==> src/gsd_pkg.sv <==
// ----------------------------------------------------------------------------
// gsd_pkg: shared types and constants of the GPS stuck detector
// Status and reason codes, item kinds, register indexes, queue entry layout.
// ----------------------------------------------------------------------------
package gsd_pkg;

  localparam int QUEUE_DEPTH = 4;

  localparam int IN_DATA_W  = 200;
  localparam int OUT_DATA_W = 112;
  localparam int CFG_IDX_W  = 3;
  localparam int CFG_DATA_W = 32;

  typedef enum logic [1:0] {
    KIND_SAMPLE = 2'd0,
    KIND_CLEAR  = 2'd1,
    KIND_ENABLE = 2'd2
  } kind_t;

  typedef enum logic [2:0] {
    ST_INITIAL    = 3'd0,
    ST_DISABLED   = 3'd1,
    ST_WAITING    = 3'd2,
    ST_POOR       = 3'd3,
    ST_MONITORING = 3'd4,
    ST_STUCK      = 3'd5
  } mon_state_t;

  typedef enum logic [3:0] {
    RS_NONE       = 4'd0,
    RS_DISABLED   = 4'd1,
    RS_INVALID    = 4'd2,
    RS_STALE      = 4'd3,
    RS_BAD_SPEED  = 4'd4,
    RS_POOR       = 4'd5,
    RS_MONITORING = 4'd6,
    RS_MOVING     = 4'd7,
    RS_TIMEOUT    = 4'd8,
    RS_CLEARED    = 4'd9
  } reason_t;

  typedef enum logic [2:0] {
    CFG_MIN_FIX_GRADE     = 3'd0,
    CFG_MIN_SATELLITES    = 3'd1,
    CFG_MAX_HDOP_CENTI    = 3'd2,
    CFG_MAX_PDOP_CENTI    = 3'd3,
    CFG_MOVING_SPEED_MM_S = 3'd4,
    CFG_CONFIRM_SAMPLES   = 3'd5,
    CFG_STUCK_TIMEOUT_MS  = 3'd6,
    CFG_STALE_TIMEOUT_MS  = 3'd7
  } cfg_idx_t;

  localparam logic [3:0]  RST_MIN_FIX_GRADE     = 4'd1;
  localparam logic [5:0]  RST_MIN_SATELLITES    = 6'd4;
  localparam logic [13:0] RST_MAX_HDOP_CENTI    = 14'd500;
  localparam logic [13:0] RST_MAX_PDOP_CENTI    = 14'd600;
  localparam logic [14:0] RST_MOVING_SPEED_MM_S = 15'd50;
  localparam logic [7:0]  RST_CONFIRM_SAMPLES   = 8'd3;
  localparam logic [31:0] RST_STUCK_TIMEOUT_MS  = 32'd30000;
  localparam logic [31:0] RST_STALE_TIMEOUT_MS  = 32'd3000;

  typedef struct packed {
    logic [3:0]  min_fix_grade;
    logic [5:0]  min_satellites;
    logic [13:0] max_hdop_centi;
    logic [13:0] max_pdop_centi;
    logic [14:0] moving_speed_mm_s;
    logic [7:0]  confirm_samples;
    logic [31:0] stuck_timeout_ms;
    logic [31:0] stale_timeout_ms;
  } cfg_t;

  // classified request as it sits in the queue
  typedef struct packed {
    kind_t              kind;
    logic [31:0]        now_ms;
    logic [47:0]        utc_ms;
    logic               enable;
    logic signed [15:0] speed_mm_s;
    logic [13:0]        hdop_centi;
    logic [13:0]        pdop_centi;
    logic [5:0]         satellites;
    logic [3:0]         fix_grade;
    logic               basic_ok;
    logic               speed_neg;
    logic               quality_ok;
    logic               moving;
  } item_t;

endpackage

==> src/gps_stuck_detector.sv <==
// ----------------------------------------------------------------------------
// gps_stuck_detector: flags a robot as stuck from a stream of GPS fixes
// A request waits in the queue, and its result is loaded into the output register that drives m_tvalid.
// Throughput: one request per cycle while the queue has room and the result side is not stalled.
// The request queue absorbs output stalls; s_tready drops only when it fills.
// Reset (rst, synchronous) empties the queue and output register, restores
// register defaults, enables monitoring and sets the status to initial.
// ----------------------------------------------------------------------------
module gps_stuck_detector #(
  parameter int QUEUE_DEPTH = gsd_pkg::QUEUE_DEPTH
) (
  input  logic                           clk,
  input  logic                           rst,
  // kind [1:0]
  input  logic [1:0]                     s_tuser,
  // now_ms, fix_valid, utc_ms, latitude_e7, longitude_e7, fix grade,
  // satellites, speed_mm_s, hdop_centi, pdop_centi, enable
  input  logic [gsd_pkg::IN_DATA_W-1:0]  s_tdata,
  input  logic                           s_tvalid,
  output logic                           s_tready,
  // monitor_state, stuck_flag, reason_code, last_speed_mm_s, last_hdop_centi,
  // last_pdop_centi, last_satellites, last fix grade, last_accepted_utc_ms
  output logic [gsd_pkg::OUT_DATA_W-1:0] m_tdata,
  output logic                           m_tvalid,
  input  logic                           m_tready,
  input  logic                           cfg_we,
  input  logic [gsd_pkg::CFG_IDX_W-1:0]  cfg_index,
  input  logic [gsd_pkg::CFG_DATA_W-1:0] cfg_data
);

  gsd_pkg::cfg_t  cfg;
  gsd_pkg::item_t front_item;
  gsd_pkg::item_t head_item;
  logic           q_full;
  logic           q_valid;
  logic           q_pop;

  always_ff @(posedge clk) begin
    if (rst) begin
      cfg.min_fix_grade     <= gsd_pkg::RST_MIN_FIX_GRADE;
      cfg.min_satellites    <= gsd_pkg::RST_MIN_SATELLITES;
      cfg.max_hdop_centi    <= gsd_pkg::RST_MAX_HDOP_CENTI;
      cfg.max_pdop_centi    <= gsd_pkg::RST_MAX_PDOP_CENTI;
      cfg.moving_speed_mm_s <= gsd_pkg::RST_MOVING_SPEED_MM_S;
      cfg.confirm_samples   <= gsd_pkg::RST_CONFIRM_SAMPLES;
      cfg.stuck_timeout_ms  <= gsd_pkg::RST_STUCK_TIMEOUT_MS;
      cfg.stale_timeout_ms  <= gsd_pkg::RST_STALE_TIMEOUT_MS;
    end else if (cfg_we) begin
      unique case (gsd_pkg::cfg_idx_t'(cfg_index))
        gsd_pkg::CFG_MIN_FIX_GRADE:     cfg.min_fix_grade     <= cfg_data[3:0];
        gsd_pkg::CFG_MIN_SATELLITES:    cfg.min_satellites    <= cfg_data[5:0];
        gsd_pkg::CFG_MAX_HDOP_CENTI:    cfg.max_hdop_centi    <= cfg_data[13:0];
        gsd_pkg::CFG_MAX_PDOP_CENTI:    cfg.max_pdop_centi    <= cfg_data[13:0];
        gsd_pkg::CFG_MOVING_SPEED_MM_S: cfg.moving_speed_mm_s <= cfg_data[14:0];
        gsd_pkg::CFG_CONFIRM_SAMPLES:   cfg.confirm_samples   <= cfg_data[7:0];
        gsd_pkg::CFG_STUCK_TIMEOUT_MS:  cfg.stuck_timeout_ms  <= cfg_data;
        gsd_pkg::CFG_STALE_TIMEOUT_MS:  cfg.stale_timeout_ms  <= cfg_data;
        default: begin
        end
      endcase
    end
  end

  assign s_tready = !q_full;

  gsd_front u_front (
    .kind (s_tuser),
    .data (s_tdata),
    .cfg  (cfg),
    .item (front_item)
  );

  gsd_queue #(
    .DEPTH (QUEUE_DEPTH)
  ) u_queue (
    .clk       (clk),
    .rst       (rst),
    .push      (s_tvalid),
    .push_item (front_item),
    .full      (q_full),
    .pop       (q_pop),
    .not_empty (q_valid),
    .head_item (head_item)
  );

  gsd_back u_back (
    .clk       (clk),
    .rst       (rst),
    .cfg       (cfg),
    .q_valid   (q_valid),
    .q_item    (head_item),
    .q_pop     (q_pop),
    .out_valid (m_tvalid),
    .out_ready (m_tready),
    .out_data  (m_tdata)
  );

endmodule

==> src/gsd_front.sv <==
// ----------------------------------------------------------------------------
// gsd_front: request unpack and classification
// Splits the input stream word into fields and evaluates the checks that
// depend on the request and configuration only.
// ----------------------------------------------------------------------------
module gsd_front (
  input  logic [1:0]                     kind,
  input  logic [gsd_pkg::IN_DATA_W-1:0]  data,
  input  gsd_pkg::cfg_t                  cfg,
  output gsd_pkg::item_t                 item
);

  logic signed [30:0] latitude_e7;
  logic signed [31:0] longitude_e7;
  logic               fix_valid;

  assign fix_valid    = data[32];
  assign latitude_e7  = data[111:81];
  assign longitude_e7 = data[143:112];

  always_comb begin
    item.kind        = gsd_pkg::kind_t'(kind);
    item.now_ms      = data[31:0];
    item.utc_ms      = data[80:33];
    item.fix_grade   = data[147:144];
    item.satellites  = data[153:148];
    item.speed_mm_s  = data[169:154];
    item.hdop_centi  = data[183:170];
    item.pdop_centi  = data[197:184];
    item.enable      = data[198];

    item.basic_ok = fix_valid && (item.utc_ms != 48'd0) && (latitude_e7 != 31'sd0) &&
                    (longitude_e7 != 32'sd0) && (item.fix_grade >= cfg.min_fix_grade);
    item.speed_neg = item.speed_mm_s[15];
    item.quality_ok = !((item.satellites < cfg.min_satellites) ||
                        (item.hdop_centi == 14'd0) ||
                        (item.hdop_centi > cfg.max_hdop_centi) ||
                        ((item.pdop_centi != 14'd0) && (item.pdop_centi > cfg.max_pdop_centi)));
    item.moving = !item.speed_mm_s[15] && (item.speed_mm_s[14:0] >= cfg.moving_speed_mm_s);
  end

endmodule

==> src/gsd_queue.sv <==
// ----------------------------------------------------------------------------
// gsd_queue: short request queue between front and back
// Register-based FIFO of classified requests; head is read directly.
// ----------------------------------------------------------------------------
module gsd_queue #(
  parameter int DEPTH = gsd_pkg::QUEUE_DEPTH
) (
  input  logic           clk,
  input  logic           rst,
  input  logic           push,
  input  gsd_pkg::item_t push_item,
  output logic           full,
  input  logic           pop,
  output logic           not_empty,
  output gsd_pkg::item_t head_item
);

  localparam int PW = (DEPTH > 1) ? $clog2(DEPTH) : 1;
  localparam int CW = $clog2(DEPTH + 1);
  localparam logic [PW-1:0] LAST_PTR = PW'(DEPTH - 1);
  localparam logic [CW-1:0] FULL_CNT = CW'(DEPTH);

  gsd_pkg::item_t mem [DEPTH];
  logic [PW-1:0]  wr_ptr;
  logic [PW-1:0]  rd_ptr;
  logic [CW-1:0]  count;
  logic           do_push;
  logic           do_pop;

  assign full      = (count == FULL_CNT);
  assign not_empty = (count != '0);
  assign do_push   = push && !full;
  assign do_pop    = pop && not_empty;
  assign head_item = mem[rd_ptr];

  always_ff @(posedge clk) begin
    if (do_push) begin
      mem[wr_ptr] <= push_item;
    end
  end

  always_ff @(posedge clk) begin
    if (rst) begin
      wr_ptr <= '0;
      rd_ptr <= '0;
      count  <= '0;
    end else begin
      if (do_push) begin
        wr_ptr <= (wr_ptr == LAST_PTR) ? '0 : wr_ptr + 1'b1;
      end
      if (do_pop) begin
        rd_ptr <= (rd_ptr == LAST_PTR) ? '0 : rd_ptr + 1'b1;
      end
      if (do_push && !do_pop) begin
        count <= count + 1'b1;
      end else if (do_pop && !do_push) begin
        count <= count - 1'b1;
      end
    end
  end

endmodule

==> src/gsd_back.sv <==
// ----------------------------------------------------------------------------
// gsd_back: tracking state and status update
// Applies one queued request per cycle, unless the output register is held, to the detector state and loads the
// resulting status into the output register.
// ----------------------------------------------------------------------------
module gsd_back (
  input  logic                           clk,
  input  logic                           rst,
  input  gsd_pkg::cfg_t                  cfg,
  input  logic                           q_valid,
  input  gsd_pkg::item_t                 q_item,
  output logic                           q_pop,
  output logic                           out_valid,
  input  logic                           out_ready,
  output logic [gsd_pkg::OUT_DATA_W-1:0] out_data
);

  logic        monitoring_on, monitoring_on_next;
  logic        have_sample, have_sample_next;
  logic [47:0] sample_utc, sample_utc_next;
  logic [31:0] sample_seen_at, sample_seen_at_next;
  logic        tracking, tracking_next;
  logic [7:0]  fast_count, fast_count_next;
  logic [31:0] motion_seen_at, motion_seen_at_next;

  gsd_pkg::mon_state_t st_state, st_state_next;
  logic                st_stuck, st_stuck_next;
  gsd_pkg::reason_t    st_reason, st_reason_next;
  logic signed [15:0]  st_speed, st_speed_next;
  logic [13:0]         st_hdop, st_hdop_next;
  logic [13:0]         st_pdop, st_pdop_next;
  logic [5:0]          st_sats, st_sats_next;
  logic [3:0]          st_fixq, st_fixq_next;
  logic [47:0]         st_utc, st_utc_next;

  logic [31:0] stale_age;
  logic [31:0] motion_age;
  logic [7:0]  fast_inc;

  assign q_pop      = q_valid && (!out_valid || out_ready);
  assign stale_age  = q_item.now_ms - sample_seen_at;
  assign motion_age = q_item.now_ms - motion_seen_at;

  always_comb begin
    monitoring_on_next  = monitoring_on;
    have_sample_next    = have_sample;
    sample_utc_next     = sample_utc;
    sample_seen_at_next = sample_seen_at;
    tracking_next       = tracking;
    fast_count_next     = fast_count;
    motion_seen_at_next = motion_seen_at;
    st_state_next       = st_state;
    st_stuck_next       = st_stuck;
    st_reason_next      = st_reason;
    st_speed_next       = st_speed;
    st_hdop_next        = st_hdop;
    st_pdop_next        = st_pdop;
    st_sats_next        = st_sats;
    st_fixq_next        = st_fixq;
    st_utc_next         = st_utc;
    fast_inc            = '0;

    unique case (q_item.kind)
      gsd_pkg::KIND_SAMPLE: begin
        if (!monitoring_on) begin
          st_state_next  = gsd_pkg::ST_DISABLED;
          st_stuck_next  = 1'b0;
          st_reason_next = gsd_pkg::RS_DISABLED;
        end else begin
          st_speed_next = q_item.speed_mm_s;
          st_hdop_next  = q_item.hdop_centi;
          st_pdop_next  = q_item.pdop_centi;
          st_sats_next  = q_item.satellites;
          st_fixq_next  = q_item.fix_grade;
          if (!q_item.basic_ok) begin
            tracking_next       = 1'b0;
            fast_count_next     = '0;
            motion_seen_at_next = '0;
            st_state_next       = gsd_pkg::ST_WAITING;
            st_stuck_next       = 1'b0;
            st_reason_next      = gsd_pkg::RS_INVALID;
          end else if (have_sample && (q_item.utc_ms == sample_utc)) begin
            // repeated timestamp: state and reason hold until the stale time runs out
            if (stale_age > cfg.stale_timeout_ms) begin
              tracking_next       = 1'b0;
              fast_count_next     = '0;
              motion_seen_at_next = '0;
              st_state_next       = gsd_pkg::ST_WAITING;
              st_stuck_next       = 1'b0;
              st_reason_next      = gsd_pkg::RS_STALE;
            end
          end else if (q_item.speed_neg) begin
            tracking_next       = 1'b0;
            fast_count_next     = '0;
            motion_seen_at_next = '0;
            st_state_next       = gsd_pkg::ST_WAITING;
            st_stuck_next       = 1'b0;
            st_reason_next      = gsd_pkg::RS_BAD_SPEED;
          end else begin
            have_sample_next    = 1'b1;
            sample_utc_next     = q_item.utc_ms;
            sample_seen_at_next = q_item.now_ms;
            st_utc_next         = q_item.utc_ms;
            if (!q_item.quality_ok) begin
              tracking_next       = 1'b0;
              fast_count_next     = '0;
              motion_seen_at_next = '0;
              st_state_next       = gsd_pkg::ST_POOR;
              st_stuck_next       = 1'b0;
              st_reason_next      = gsd_pkg::RS_POOR;
            end else if (!tracking) begin
              tracking_next       = 1'b1;
              motion_seen_at_next = q_item.now_ms;
              fast_count_next     = {7'd0, q_item.moving};
              st_state_next       = gsd_pkg::ST_MONITORING;
              st_stuck_next       = 1'b0;
              st_reason_next      = gsd_pkg::RS_MONITORING;
            end else begin
              // saturate at the counter's top
              if (q_item.moving) begin
                fast_inc = (fast_count == 8'hFF) ? fast_count : fast_count + 8'd1;
              end
              fast_count_next = fast_inc;
              if (fast_inc >= cfg.confirm_samples) begin
                motion_seen_at_next = q_item.now_ms;
                st_state_next       = gsd_pkg::ST_MONITORING;
                st_stuck_next       = 1'b0;
                st_reason_next      = gsd_pkg::RS_MOVING;
              end else if (motion_age >= cfg.stuck_timeout_ms) begin
                st_state_next  = gsd_pkg::ST_STUCK;
                st_stuck_next  = 1'b1;
                st_reason_next = gsd_pkg::RS_TIMEOUT;
              end else begin
                st_state_next  = gsd_pkg::ST_MONITORING;
                st_stuck_next  = 1'b0;
                st_reason_next = gsd_pkg::RS_MONITORING;
              end
            end
          end
        end
      end
      gsd_pkg::KIND_CLEAR: begin
        if (st_state == gsd_pkg::ST_STUCK) begin
          motion_seen_at_next = q_item.now_ms;
          st_state_next       = gsd_pkg::ST_MONITORING;
          st_reason_next      = gsd_pkg::RS_CLEARED;
        end
        st_stuck_next = 1'b0;
      end
      gsd_pkg::KIND_ENABLE: begin
        monitoring_on_next = q_item.enable;
        if (!q_item.enable) begin
          tracking_next       = 1'b0;
          fast_count_next     = '0;
          motion_seen_at_next = '0;
          st_state_next       = gsd_pkg::ST_DISABLED;
          st_stuck_next       = 1'b0;
          st_reason_next      = gsd_pkg::RS_DISABLED;
        end
      end
      default: begin
      end
    endcase
  end

  always_ff @(posedge clk) begin
    if (rst) begin
      monitoring_on  <= 1'b1;
      have_sample    <= 1'b0;
      sample_utc     <= '0;
      sample_seen_at <= '0;
      tracking       <= 1'b0;
      fast_count     <= '0;
      motion_seen_at <= '0;
      st_state       <= gsd_pkg::ST_INITIAL;
      st_stuck       <= 1'b0;
      st_reason      <= gsd_pkg::RS_NONE;
      st_speed       <= '0;
      st_hdop        <= '0;
      st_pdop        <= '0;
      st_sats        <= '0;
      st_fixq        <= '0;
      st_utc         <= '0;
      out_valid      <= 1'b0;
    end else begin
      if (q_pop) begin
        monitoring_on  <= monitoring_on_next;
        have_sample    <= have_sample_next;
        sample_utc     <= sample_utc_next;
        sample_seen_at <= sample_seen_at_next;
        tracking       <= tracking_next;
        fast_count     <= fast_count_next;
        motion_seen_at <= motion_seen_at_next;
        st_state       <= st_state_next;
        st_stuck       <= st_stuck_next;
        st_reason      <= st_reason_next;
        st_speed       <= st_speed_next;
        st_hdop        <= st_hdop_next;
        st_pdop        <= st_pdop_next;
        st_sats        <= st_sats_next;
        st_fixq        <= st_fixq_next;
        st_utc         <= st_utc_next;
        out_valid      <= 1'b1;
      end else if (out_ready) begin
        out_valid <= 1'b0;
      end
    end
  end

  always_ff @(posedge clk) begin
    if (q_pop) begin
      out_data <= {2'b00, st_utc_next, st_fixq_next, st_sats_next, st_pdop_next,
                   st_hdop_next, st_speed_next, st_reason_next, st_stuck_next,
                   st_state_next};
    end
  end

endmodule

==> config.mk <==
export PLATFORM = sky130hd
export DESIGN_NAME = gps_stuck_detector
export DESIGN_NICKNAME = d
export VERILOG_FILES = /design/src/gsd_pkg.sv /design/src/gps_stuck_detector.sv /design/src/gsd_front.sv /design/src/gsd_queue.sv /design/src/gsd_back.sv
export SDC_FILE = /design/constraint.sdc
export NUM_CORES = 2
export LEC_CHECK = 0
export BUFFER_PORTS_ARGS = -buffer_cell sky130_fd_sc_hd__buf_2
export CAP_MARGIN = 30
export CORE_AREA = 2 2 324 326
export DETAILED_ROUTE_END_ITERATION = 8
export DIE_AREA = 0 0 326 328
export PLACE_DENSITY_LB_ADDON = 0.25
export SYNTH_ARGS = -nofsm -noshare
export SYNTH_HDL_FRONTEND = slang
export SYNTH_SLANG_ARGS = --single-unit
==> constraint.sdc <==
create_clock -name clk -period 7 [get_ports clk]
set_input_delay 0.7 -clock clk [delete_from_list [all_inputs] [get_ports clk]]
set_output_delay 0.7 -clock clk [all_outputs]
set_load 0.1 [all_outputs]
# [Yosys cells after proc, flatten, opt, wreduce, memory -nomap -nowiden]
# Memory sizes are Yosys's and may differ from the RTL's. A register that Yosys moved wholly into a read port is not among the register bits.
# Index checks and enable logic that the tools add are counted.
[op_classes] shift=0 mul=0 div=0 n_mux=97 n_eq_ne=20 n_bitwise=2 order_cmp=8 add_sub_neg=7 n_reduce_logical=46
[ops] operator="32-bit 2-to-1 mux" count=10
[ops] operator="48-bit 2-to-1 mux" count=5
[ops] operator="8-bit 2-to-1 mux" count=17
[ops] operator="32-bit case mux with 3 select lines" count=1
[ops] operator="32-bit subtractor" count=2
[ops] operator="14-bit 2-to-1 mux" count=4
[ops] operator="4-bit 2-to-1 mux" count=13
[ops] operator="48-bit == test" count=1
[ops] operator="48-bit nonzero test" count=1
[ops] operator="3-bit 2-to-1 mux" count=12
[ops] operator="32-bit >= comparator" count=1
[ops] operator="32-bit > comparator" count=1
[ops] operator="16-bit 2-to-1 mux" count=2
[ops] operator="32-bit nonzero test" count=1
[ops] operator="31-bit nonzero test" count=1
[ops] operator="14-bit > comparator" count=2
[ops] operator="1-bit 2-to-1 mux" count=22
[ops] operator="3-bit == test, second input constant" count=6
[ops] operator="2-bit AND reduction" count=9
[ops] operator="8-bit case mux with 2 select lines" count=1
[ops] operator="15-bit >= comparator" count=1
[ops] operator="14-bit logical NOT" count=1
[ops] operator="14-bit nonzero test" count=1
[ops] operator="1-bit logical AND" count=12
[ops] operator="other kinds (32)" count=53
[word_totals] out_inout_bits=114 rom_bits=0 n_memories=1 mem_bits_rw=564 register_bits=476 latchBits=0 input_bits=242 wordCells=210
[memory_table] memory="u_queue.mem" depth=4 width=141 read_ports=1 rd_ports_with_merged_regs=1 write_ports=1 line_no="gsd_queue.sv:23" text="gsd_pkg::item_t mem [DEPTH];"

# [Depth between registers and ports, before layout]
[depth] depth_word=19 ltp_mapped=31 mapped_depth_nobuf=24

# [Modules after synthesis]
# From an unflattened synthesis, not the netlist that was laid out.
[hier_totals] cells_unflattened=3654 area_unflattened_um2=47011.3
[modules_own_cells] module="gsd_queue" cells_per_inst=787 area_per_inst_um2=20794.9 instances=1 seq_area_each_um2=17116.4
[modules_own_cells] module="gsd_back" cells_per_inst=2026 area_per_inst_um2=18491.5 instances=1 seq_area_each_um2=7987.7
[modules_own_cells] module="gps_stuck_detector" cells_per_inst=475 area_per_inst_um2=5051.1 instances=1 seq_area_each_um2=2502.4
[modules_own_cells] module="gsd_front" cells_per_inst=366 area_per_inst_um2=2673.8 instances=1 seq_area_each_um2=0.0

# [Least setup slack after synthesis]
# OpenSTA, ideal clock, no wires.
[synth_timing] path_kind="reg2reg" start="register with a tool-made name" end="register u_back.motion_seen_at[10]" t_arrival_ps=6979 required_time_ps=6928 period_less_slack_ps=7051 path_stages_with_launch=27 setup_ps=72 path_buffers=8 slack_ps=-51 path_cell_list="dfxtp_1 -> buf_6 -> buf_2 -> buf_2 -> buf_2 -> buf_2 -> buf_2 -> buf_2 -> mux4_2 -> ha_1 -> a211o_1 -> or3_1 -> o211ai_1 -> o21ai_0 -> a21o_1 -> a21o_1 -> a311o_1 -> ha_1 -> nand4_1 -> nor4_1 -> o21ai_0 -> o221ai_1 -> o221ai_1 -> and3_1 -> nor4b_4 -> buf_4 -> mux2i_1"
[synth_rtl] element="end signal: assignment" line_no="gsd_back.sv:193" text="motion_seen_at <= motion_seen_at_next;"
[synth_rtl] element="end: declaration" line_no="gsd_back.sv:24" text="logic [31:0] motion_seen_at, motion_seen_at_next;"

==> results by stage <==
Outcome:
- The flow ran to the end, and the final reports show no timing, DRC or antenna violations.

GRT:
- The combined global-route utilization of all metal layers is a little over a fifth.
- The initial antenna violation count came to 19.
- The global-route track usage on met2 is between 30% and 40%.
- The via count of the first global-routing pass is 29,931.
- In the global route stage, met3 resource usage came out at ~3.6%.
- For met1 alone, demand over resource in global routing was a little over 30%.
- Entering global routing, the biggest net connects about 140 pins.
- The first global-routing pass estimated 179,600 um of wire.
- The leftover overflow at the end of global routing is 0.
- The layer flagged by global routing as most heavily used is met2.

STA:
- Setup repair after global routing left no endpoint under its margin.
- The slack of the critical path is 579.0 ps.
- The max-slew violation count was 0.
- Measured against its own limit, the worst slew margin works out to 34.10%.
- Timing would allow up to approximately 160 MHz.
- The clock arrives with roughly 45 ps of skew.
- The post-route worst hold slack is 212.0 ps.
- Setup total negative slack on the finished layout was measured at 0 ps.
- The fraction of the cycle the final worst path needs is about nine tenths.
- The transition time at the pin with the least slew margin is ~1000 ps.
- The total setup violations reported at the end of the flow is 0.
- The shortest period the worst path allows is around 6400 ps.
- The final hold violation count came to 0.

Clock network:
- TritonCTS built the clock tree.
- The level count of the clock H-tree is 3.
- Buffers added to address setup during post-CTS repair amount to 0.
- The maximum buffer depth of the clock tree is 3.
- In this run, CTS created clock tree buffers numbering between 100 and 150.
- The clock edge transition at the registers on the reported setup and hold paths is roughly 60 ps.
- Clock latency on the worst-skew pair, taken at its later pin, is between 700 and 800 ps.
- The root buffer cell chosen for the clock tree is sky130_fd_sc_hd__clkbuf_16.
- The number of sinks handled by clock tree synthesis is between 1,000 and 1,500.

Synthesis:
- The post-synthesis sequential area ratio is 59.41%.
- The most instantiated flip-flop cell in the synthesis netlist is sky130_fd_sc_hd__edfxtp_1.
- Yosys mapped the design onto 77 distinct sky130hd cell types.
- The post-synthesis mux area share is about 11%.
- After synthesis, the largest family of logic cells by area is multiplexers.
- The largest total area in the synthesized netlist belongs to sky130_fd_sc_hd__edfxtp_1.
- Sorting the synthesized cells by area gives the leading types as sky130_fd_sc_hd__edfxtp_1, sky130_fd_sc_hd__dfxtp_1, sky130_fd_sc_hd__mux4_2, sky130_fd_sc_hd__ha_1, sky130_fd_sc_hd__nand2_1.
- After technology mapping, the gate count stands at 3,748.
- The simple-gate share of the synthesized area is 10.34%.
- The share of the synthesized area in the top cell type is between 40% and 50%.
- In this run the cell area of the synthesized design comes to 0.04627 mm^2.
- The area fraction in compound gates after synthesis is a little over 8%.
- Counting flops with a built-in enable in the synthesized netlist gives 670.
- After Yosys synthesis, full adders, half adders and majority gates account for roughly 5.5% of the synthesized area.
- Counting flops with an async set or reset pin after synthesis yields a share of 0%.
- For this run, the number of Yosys warnings is 0.
- The post-synthesis register bit count is 1,038.
- The xor and xnor fraction of the mapped netlist area is roughly 1.8%.
- Each instance of the synthesized netlist takes up on average 12.35 um^2.

Route:
- The via count is approximately 31,000.
- After detailed routing, the average wire length per cell comes to about 21 um.
- The average via count per standard cell is between 5 and 6.
- For this run, design rule violations remaining after detail routing come to 0.
- The total detailed-routing wirelength is about 120,000 um.
- The number of DRC markers after the initial detailed-route iteration is 2,169.
- The detailed-routing iteration count for the pre-antenna-repair pass is 5.
- Once detail routing completed, the nets flagged for antenna violations numbered 0.

Setup path:
- The number of cells on the worst reg-to-reg path is 23.
- The worst reg2reg path endpoint is u_back.out_data[7]$_DFFE_PP_.
- Data on the critical path is required at its endpoint by between 7000 and 8000 ps.
- The critical path launch point type is a register.
- STA classifies the critical path endpoint as a register.
- The data arrival at the endpoint of the critical path is around 6900 ps.
- Of all nets on the critical path, the largest fanout is 12.
- The category of the critical setup timing path is register to register.
- For flop-to-flop paths, the worst setup slack is 580 ps.

Worst hold path:
- The endpoint with the worst hold slack is u_queue.mem[2][107]$_DFFE_PP_.
- The count of cells along the worst hold path is 1.
- The origin of the worst min-delay path is s_tdata[0].
- The worst hold path belongs to the class input pin to register.

Cells and area:
- The post-route netlist has between 10% and 20% of its cells at a drive strength greater than 1.
- The number of nets in the finished design is between 4,000 and 5,000.
- Summing all non-filler instances in the final layout gives an area of 0.05335 mm^2.
- After filler insertion, the fill cell instance count of the layout stands at 8,979.
- Compared with the post-synthesis result, the final layout area differs by 15.30%.
- The count of cells in the finished layout, fillers not included, comes to 5,575.

Floorplan:
- Measured along the x axis, the die boundary spans ~330 um.
- The die is about 330 um tall.
- The initial standard-cell utilization of the core is between 40 and 50%.
- The region available for standard cell placement spans 0.1032 mm^2.
- The area enclosed by the die boundary is 0.1069 mm^2.
- The floorplan row count is 118.
- The number of top-level pins is 356.

Pwr:
- Dividing total power by cell area gives a power density of about 470 mW/mm^2.
- IR analysis of the VDD net gives a maximum drop of 366.0 uV.
- The static leakage is between 15 and 20 nW.

Placed design:
- Prior to clock tree synthesis, the placed netlist has a worst setup slack of between 400 and 500 ps.
- The cell count after placement is 5,360.
- The estimated wirelength of the detail-placed design is 79,820 um.
- Routability-driven placement finished with a final weighted congestion of 0.8745.
- The standard cell area after detailed placement is between 0.04 and 0.05 mm^2.
- Input and output buffers added on the ports amount to 352.

Flow run:
- The count of max-cap constraint violations is 0.
-- worst max-delay path: stages (launching register included) --
cell and delay, ps:
sky130_fd_sc_hd__dfxtp_4 470, sky130_fd_sc_hd__buf_4 330, sky130_fd_sc_hd__mux4_2 610, sky130_fd_sc_hd__ha_1 370, sky130_fd_sc_hd__a211oi_1 250, sky130_fd_sc_hd__o21bai_1 130
sky130_fd_sc_hd__o21ai_0 400, sky130_fd_sc_hd__o2111ai_1 290, sky130_fd_sc_hd__a221oi_2 420, sky130_fd_sc_hd__o21ai_0 290, sky130_fd_sc_hd__a21boi_0 360, sky130_fd_sc_hd__buf_4 180
sky130_fd_sc_hd__o21ai_0 100, sky130_fd_sc_hd__xor2_1 160, sky130_fd_sc_hd__ha_1 180, sky130_fd_sc_hd__a21o_1 150, sky130_fd_sc_hd__a21o_1 170, sky130_fd_sc_hd__a21oi_1 230
sky130_fd_sc_hd__and4_1 280, sky130_fd_sc_hd__nand3_1 100, sky130_fd_sc_hd__nand3_1 190, sky130_fd_sc_hd__inv_1 110, sky130_fd_sc_hd__a31oi_1 230, sky130_fd_sc_hd__o21ai_0 150
-- state kept, by name, summed over array words and instances (netlist names), 4 cells and up, named ones only --
name,flops
cfg,125
u_back.st_fixq,4
u_back.st_utc,48
u_back.st_sats,6
u_back.motion_seen_at,32
u_back.st_reason,4
u_back.st_pdop,14
u_back.sample_utc,48
u_back.fast_count,8
u_back.sample_seen_at,32
u_back.st_hdop,14
u_queue.mem,560
u_back.st_speed,16
u_back.out_data,110
-- layout make-up --
cell class              count  area (um^2)  area share, %
flip-flops and latches   1038        27490          51.54
clock inverters            67        785.8          1.473
well taps                1380         1727          3.237
clock buffers             139         2932          5.495
repair buffers            404         2302          4.316
inverters                 229        868.3          1.628
diodes                      9        22.52        0.04222
multi-input cells        2309        17220          32.27
-- cell usage after synthesis (12+ instances only) --
master                     count
sky130_fd_sc_hd__a211oi_1     12
sky130_fd_sc_hd__a21o_1       60
sky130_fd_sc_hd__a21oi_1     310
sky130_fd_sc_hd__and3_1       17
sky130_fd_sc_hd__buf_1        21
sky130_fd_sc_hd__buf_2        30
sky130_fd_sc_hd__clkbuf_1    105
sky130_fd_sc_hd__dfxtp_1     368
sky130_fd_sc_hd__edfxtp_1    670
sky130_fd_sc_hd__ha_1        198
sky130_fd_sc_hd__inv_1       227
sky130_fd_sc_hd__mux2_2       57
sky130_fd_sc_hd__mux2_4       40
sky130_fd_sc_hd__mux2i_1      94
sky130_fd_sc_hd__mux4_2      129
sky130_fd_sc_hd__nand2_1     470
sky130_fd_sc_hd__nand2b_1     24
sky130_fd_sc_hd__nand3_1     104
sky130_fd_sc_hd__nand4_1      57
sky130_fd_sc_hd__nor2_1      207
sky130_fd_sc_hd__nor2b_1      22
sky130_fd_sc_hd__nor3_1       82
sky130_fd_sc_hd__nor4_1       45
sky130_fd_sc_hd__o211ai_1     38
sky130_fd_sc_hd__o21a_1       23
sky130_fd_sc_hd__o21ai_0      57
sky130_fd_sc_hd__xnor2_1      67
sky130_fd_sc_hd__xor2_1       27
-- report_power, final --
group	internal, mW	switching [mW]
clock	3.49	2.45
combinational	3.61	7.46
sequential	7.65	0.363
total	14.8	10.3
-- worst max-delay path by stage --
stage | startpoint | endpoint | slack, ps | cells past startpoint
global route | register | u_back.out_data[7]$_DFFE_PP_ | 20 | 23
CTS | register | u_back.motion_seen_at[18]$_SDFFE_PP0P_ | 390 | 20
global placement | register | u_back.out_data[7]$_DFFE_PP_ | 520 | 23
finish | register | u_back.out_data[7]$_DFFE_PP_ | 580 | 23
floorplan | register | u_back.motion_seen_at[10]$_SDFFE_PP0P_ | 10 | 30
detailed placement | register | u_back.motion_seen_at[18]$_SDFFE_PP0P_ | 450 | 20
-- per-layer routing --
layer  vias up  wire (um)
li1      14467          -
met1     15135      53480
met2       795      55700
met3       167       6624
met4        14       2498
met5         -         82
-- layout by cell type, fill, tap and decap left out, types with 10 or more instances in the layout --
| master | Yosys | layout |
|---|---|---|
| sky130_fd_sc_hd__a31oi_1 | 10 | 10 |
| sky130_fd_sc_hd__clkinv_1 | 0 | 11 |
| sky130_fd_sc_hd__xnor2_1 | 67 | 67 |
| sky130_fd_sc_hd__o21ai_0 | 57 | 57 |
| sky130_fd_sc_hd__nor3_1 | 82 | 81 |
| sky130_fd_sc_hd__mux2_1 | 10 | 10 |
| sky130_fd_sc_hd__bufinv_16 | 0 | 14 |
| sky130_fd_sc_hd__nand4_1 | 57 | 57 |
| sky130_fd_sc_hd__and3_1 | 17 | 12 |
| sky130_fd_sc_hd__mux2_4 | 40 | 40 |
| sky130_fd_sc_hd__a21o_1 | 60 | 59 |
| sky130_fd_sc_hd__or3_1 | 10 | 10 |
| sky130_fd_sc_hd__nand2b_1 | 24 | 24 |
| sky130_fd_sc_hd__nand2_1 | 470 | 469 |
| sky130_fd_sc_hd__mux2i_1 | 94 | 94 |
| sky130_fd_sc_hd__o211ai_1 | 38 | 38 |
| sky130_fd_sc_hd__inv_1 | 227 | 227 |
| sky130_fd_sc_hd__edfxtp_1 | 670 | 670 |
| sky130_fd_sc_hd__mux2_2 | 57 | 57 |
| sky130_fd_sc_hd__o21a_1 | 23 | 23 |
| sky130_fd_sc_hd__nor2b_1 | 22 | 22 |
| sky130_fd_sc_hd__nor2_1 | 207 | 205 |
| sky130_fd_sc_hd__ha_1 | 198 | 198 |
| sky130_fd_sc_hd__buf_4 | 9 | 41 |
| sky130_fd_sc_hd__clkinv_2 | 0 | 25 |
| sky130_fd_sc_hd__a211oi_1 | 12 | 12 |
| sky130_fd_sc_hd__a21oi_1 | 310 | 310 |
| sky130_fd_sc_hd__buf_2 | 30 | 351 |
| sky130_fd_sc_hd__nand3_1 | 104 | 104 |
| sky130_fd_sc_hd__mux4_2 | 129 | 129 |
| sky130_fd_sc_hd__clkbuf_16 | 0 | 110 |
| sky130_fd_sc_hd__clkbuf_1 | 105 | 22 |
| sky130_fd_sc_hd__dfxtp_1 | 368 | 366 |
| sky130_fd_sc_hd__xor2_1 | 27 | 27 |
| sky130_fd_sc_hd__nor4_1 | 45 | 45 |
-- timing repair --
item                                    in CTS  in global routing
resized for setup                            0                  2
endpoints found under the setup margin       0                  8
hold buffers                                 0                  0
-- stage by stage --
| stage | total power [mW] | util (%) |
|---|---|---|
| detailed placement | 19.18 | 48.06 |
| global route | 26.36 | 51.69 |
| finish | 25.03 | 51.69 |
| floorplan | 16.63 | - |
| global placement | 19.03 | 47.99 |
| CTS | 25.19 | 51.66 |
-- cell families (layout without fill, tap and decap cells) --
kind of cell | count (synthesis) | in the layout
multiplexers | 330 | 330
other | 1 | 11
AO/OA/AOI/OAI | 617 | 617
flip-flops | 1038 | 1038
adder cells (fa/ha/maj) | 201 | 201
XOR/XNOR | 94 | 94
buffers and inverters | 402 | 839
AND/OR/NAND/NOR | 1065 | 1065
Note: power is estimated with default switching activity, not from simulation.
